### config.mk
export PLATFORM = sky130hd
export DESIGN_NAME = scba_ram
export DESIGN_NICKNAME = d
export VERILOG_FILES = /design/src/hdl/scba_ram.sv
export SDC_FILE = /design/constraint.sdc
export NUM_CORES = 1
export LEC_CHECK = 0
export BUFFER_PORTS_ARGS = -buffer_cell sky130_fd_sc_hd__buf_2
export CAP_MARGIN = 10
export CORE_MARGIN = 5
export CORE_UTILIZATION = 55
export CTS_BUF_LIST = sky130_fd_sc_hd__clkbuf_8
export CTS_CLUSTER_SIZE = 12
export DETAILED_ROUTE_END_ITERATION = 10
export PLACE_DENSITY = 0.81
export SLEW_MARGIN = 20
export SYNTH_ARGS = -nofsm -noshare
export SYNTH_HDL_FRONTEND = slang
export SYNTH_SLANG_ARGS = --single-unit
### constraint.sdc
create_clock -name clk -period 4.3 [get_ports clk]
set_input_delay 0.215 -clock clk [delete_from_list [all_inputs] [get_ports clk]]
set_output_delay 0.215 -clock clk [all_outputs]
set_load 0.05 [all_outputs]
### src/hdl/scba_ram.sv
// Generic simple dual-port RAM with one write port and a registered read port.
`timescale 1ns / 1ps
`default_nettype none
module scba_ram #(
  parameter int WIDTH = 8,
  parameter int DEPTH = 16,
  parameter int AW    = (DEPTH > 1) ? $clog2(DEPTH) : 1
) (
  input  wire logic             clk,
  input  wire logic             we,
  input  wire logic [AW-1:0]    waddr,
  input  wire logic [WIDTH-1:0] wdata,
  input  wire logic [AW-1:0]    raddr,
  output logic      [WIDTH-1:0] rdata
);

  logic [WIDTH-1:0] mem [DEPTH];

  always_ff @(posedge clk) begin
    if (we) begin
      mem[waddr] <= wdata;
    end
    rdata <= mem[raddr];
  end

endmodule
`default_nettype wire

# ---- After elaboration in Yosys (flattened, before gate mapping)
# Memories as Yosys holds them, arrays and structs flattened. A register that Yosys moved wholly into a read port is not among the register bits.
# Cells that the tools add are included.
dict set report word_totals {
  mem_bits_rw 128
  inputBits 18
  mem_count 1
  reg_bits 0
  wordCells 3
}
# name depth width read_ports rd_ports_with_merged_regs wr line_no
set mem_list {}
lappend mem_list {mem 16 8 1 1 1 17} ;# logic [WIDTH-1:0] mem [DEPTH];
dict set report op_classes {
  mux 2
}
# operator n
set ops {}
lappend ops {{2-to-1 mux 1 bit} 2}

# ---- Logic depth before layout (Yosys ltp)
dict set report depth {
  ltp_word 2
  ltp_mapped 5
  mapped_depth_nobuf 3
}

# ---- Worst setup path before layout
# No wires, ideal clock.
dict set report synth_path {
  kind {input port to flip-flop}
  startpoint {input waddr[2]}
  endpoint {memory mem[0][0] (enable)}
  slack_ns 2.592
  arrival_ns 1.325
  cell_stages 2
  n_path_buf 0
  cell_sequence {or3b_2 > nor3_1}
}
# element line_no
set synth_rtl {}
lappend synth_rtl {{from (decl)} 11} ;# input wire logic [AW-1:0] waddr,
lappend synth_rtl {{to (decl)} 17}
# No word-level cell before the write port.

# ---- Final worst setup path
dict set report layout_path {
  startpoint {input waddr[2]}
  endpoint {memory mem[2][5] (enable)}
}
# No word-level cell before the write port.

==> results_dict.tcl <==
set metrics [dict create \
    yosys.area.top_type_share_pct 74.67 \
    finalCritPeriodShare_pct 34.19 \
    max_cap_viol_count 0 \
    hold_ws_ns 0.1580 \
    hold_start "wdata[3]" \
    syn_avg_cell_area_sq_um 22.48 \
    dpl.cell_count 358 \
    cp.arrival_ns 1.53 \
    grt_pass1_wl_microns 14460 \
    report.final.slew_viol_count 0 \
    ir_worst_vdd_mv 0.3849 \
    clk_latency_ns 0.43 \
    design_area_sq_um 5729 \
    syn_inst 229 \
    path_class "input port to flop" \
    grt_util_all_layers_pct 18.10 \
    drive_above_1_share_pct 28.67 \
    regToRegSetupSlack_ns 2.90 \
    rows 35 \
    numCtsBuffers 17 \
    async_flop_share_pct 0 \
    status "finished, final reports clean" \
    start_util_pct 55.97 \
    hold_viol 0 \
    grt_max_degree 33 \
    first_pass_iters 4 \
    wire_per_inst_microns 24.01 \
    cts_root_buf "clkbuf_8" \
    fmax_mhz 680.1 \
    synth_area_sq_um 5147 \
    skew_ns 0.007249 \
    tightestPinTransition_ns 0.9488 \
    rsz0062_at_grt "false" \
    synth_edf_count 128 \
    rr_worst_depth 3 \
    grt_pass1_vias 2515 \
    whs_endpoint "mem[4][3]" \
    yosysTopAreaCell "edfxtp_1" \
    antenna_left 0 \
    path_clk_slew_ns 0.08 \
    clock_sinks 136 \
    worstReg2RegStart "mem[1][5]" \
    dp_hpwl_microns 5830 \
    yosysSeqAreaShare_pct 77.78 \
    holdCritPathClass "input port to flop" \
    synthFlopType "edfxtp_1" \
    hold_depth 1 \
    routed-via-count 2389 \
    globalplace.congestion 0.7924 \
    cp-start-kind "input port" \
    holdBufCountCts 0 \
    ys_warn_count 0 \
    finalNonFillerCells 390 \
    ys_top_cells_by_area "edfxtp_1 75%, mux4_2 7.9%, mux4_1 7.1%, dfxtp_1 3.1%, a22oi_1 2.3%" \
    antenna_cells 0 \
    powerDensity_nw_per_um2 455.8 \
    finalCriticalPeriod_ns 1.470 \
    cts_setup_buffers 0 \
    synth_common_cells "128 x edfxtp_1, 18 x mux4_2, 16 x a22oi_1" \
    path_max_fanout 8 \
    timing.rr.end "rdata[5]" \
    dieHeight_microns 106.7 \
    cellLeakagePower_nw 1.889 \
    worst_ep_required_time_ns 4.36 \
    die_w_microns 106.7 \
    clk_path_buf_depth 2 \
    yosysMostFrequentCell "edfxtp_1" \
    finalNetCount 284 \
    synth.net_count 247 \
    drt_iter0_drc 158 \
    core_sq_um 9196 \
    tritoncts "yes" \
    antenna_found_initial 0 \
    cts-resized-gates 0 \
    slew_headroom_pct 36.51 \
    num_io_pins 26 \
    wl_microns 9363 \
    drc 0 \
    final.setup.tns_ns 0 \
    synth-seq-cells 136 \
    htree_levels 4 \
    port_buffers 25 \
    post_dp_cell_area_sq_um 5353 \
    avgViaCountPerCell 6.126 \
    area_growth_pct 11.30 \
    synth_cell_types 19 \
    die-area_sq_um 11390 \
    overflow 0 \
    endpoint_kind "flop" \
    setup_viol 0 \
]
==> flip-flops by register name, summed over array words and instances, names as in the netlist <==
register and flops:
rdata 8, mem 128
==> cell type report <==
type / count / area, sq um
flip-flops and latches: 136 / 4004
fillers: 615 / 3467
multi-input cells: 83 / 1062
clock buffers: 18 / 247.7
repair buffers: 28 / 150.1
well taps: 111 / 138.9
clock inverters: 14 / 126.4
==> cell families after synthesis <==
logic type | after synthesis | share of synthesized area (%)
muxes | 32 | 15.02
AOI/OAI and AO/OA | 16 | 2.334
buffers and inverters | 10 | 1.677
DFF | 136 | 77.78
and+or+nand+nor | 35 | 3.184
==> worst max-delay path, cell delays in order <==
cell and delay (ns):
buf_2 0.12, or3b_2 0.54, nor2_1 0.66
==> routing by layer <==
layer / GRT usage (%) / part of all wire [%] / vias up
li1: - / - / 1047
met2: 29.09 / 51 / 110
met4: 6.393 / 1.5 / 0
met5: 0 / 0 / -
met1: 24.20 / 39 / 1217
met3: 4.816 / 7.9 / 15
==> placed cells by master, fill, tap and decap left out, types with 4 or more instances in the layout <==
cell type and count:
a22oi_1 16, buf_2 24, buf_4 4, clkbuf_8 18
clkinvlp_4 5, dfxtp_1 8, edfxtp_1 128, mux4_1 14
mux4_2 18, nand2_1 9, nor2_1 13
==> report_power, final <==
| group | leakage [nW] | total (W) | switching [W] | internal [W] |
|---|---|---|---|---|
| Clock | 0.177 | 0.000965 | 0.000492 | 0.000473 |
| Sequential | 1.22 | 0.00149 | 0.00000861 | 0.00148 |
| Combinational | 0.488 | 0.000158 | 0.000104 | 0.0000535 |
==> through the flow <==
stage | total power [W] | utilization, % | worst slack, ns
5_1_grt | 0.002699 | 62.30 | 2.769
2_1_floorplan | 0.001622 | - | 2.592
4_1_cts | 0.002619 | 62.27 | 2.550
3_3_place_gp | 0.001671 | 58.15 | 2.059
3_5_place_dp | 0.001678 | 58.20 | 2.096
6_report | 0.002612 | 62.30 | 2.830
==> worst max-delay path by stage <==
stage | from | end | cells after the start
after floorplan | waddr[2] | mem[0][0] | 2
after global placement | raddr[0] | rdata[4] | 4
after detailed placement | raddr[0] | rdata[4] | 4
after CTS | raddr[0] | rdata[4] | 4
after global routing | waddr[2] | mem[2][5] | 3
final | waddr[2] | mem[2][5] | 3
Power figures use the tool's default switching activity.
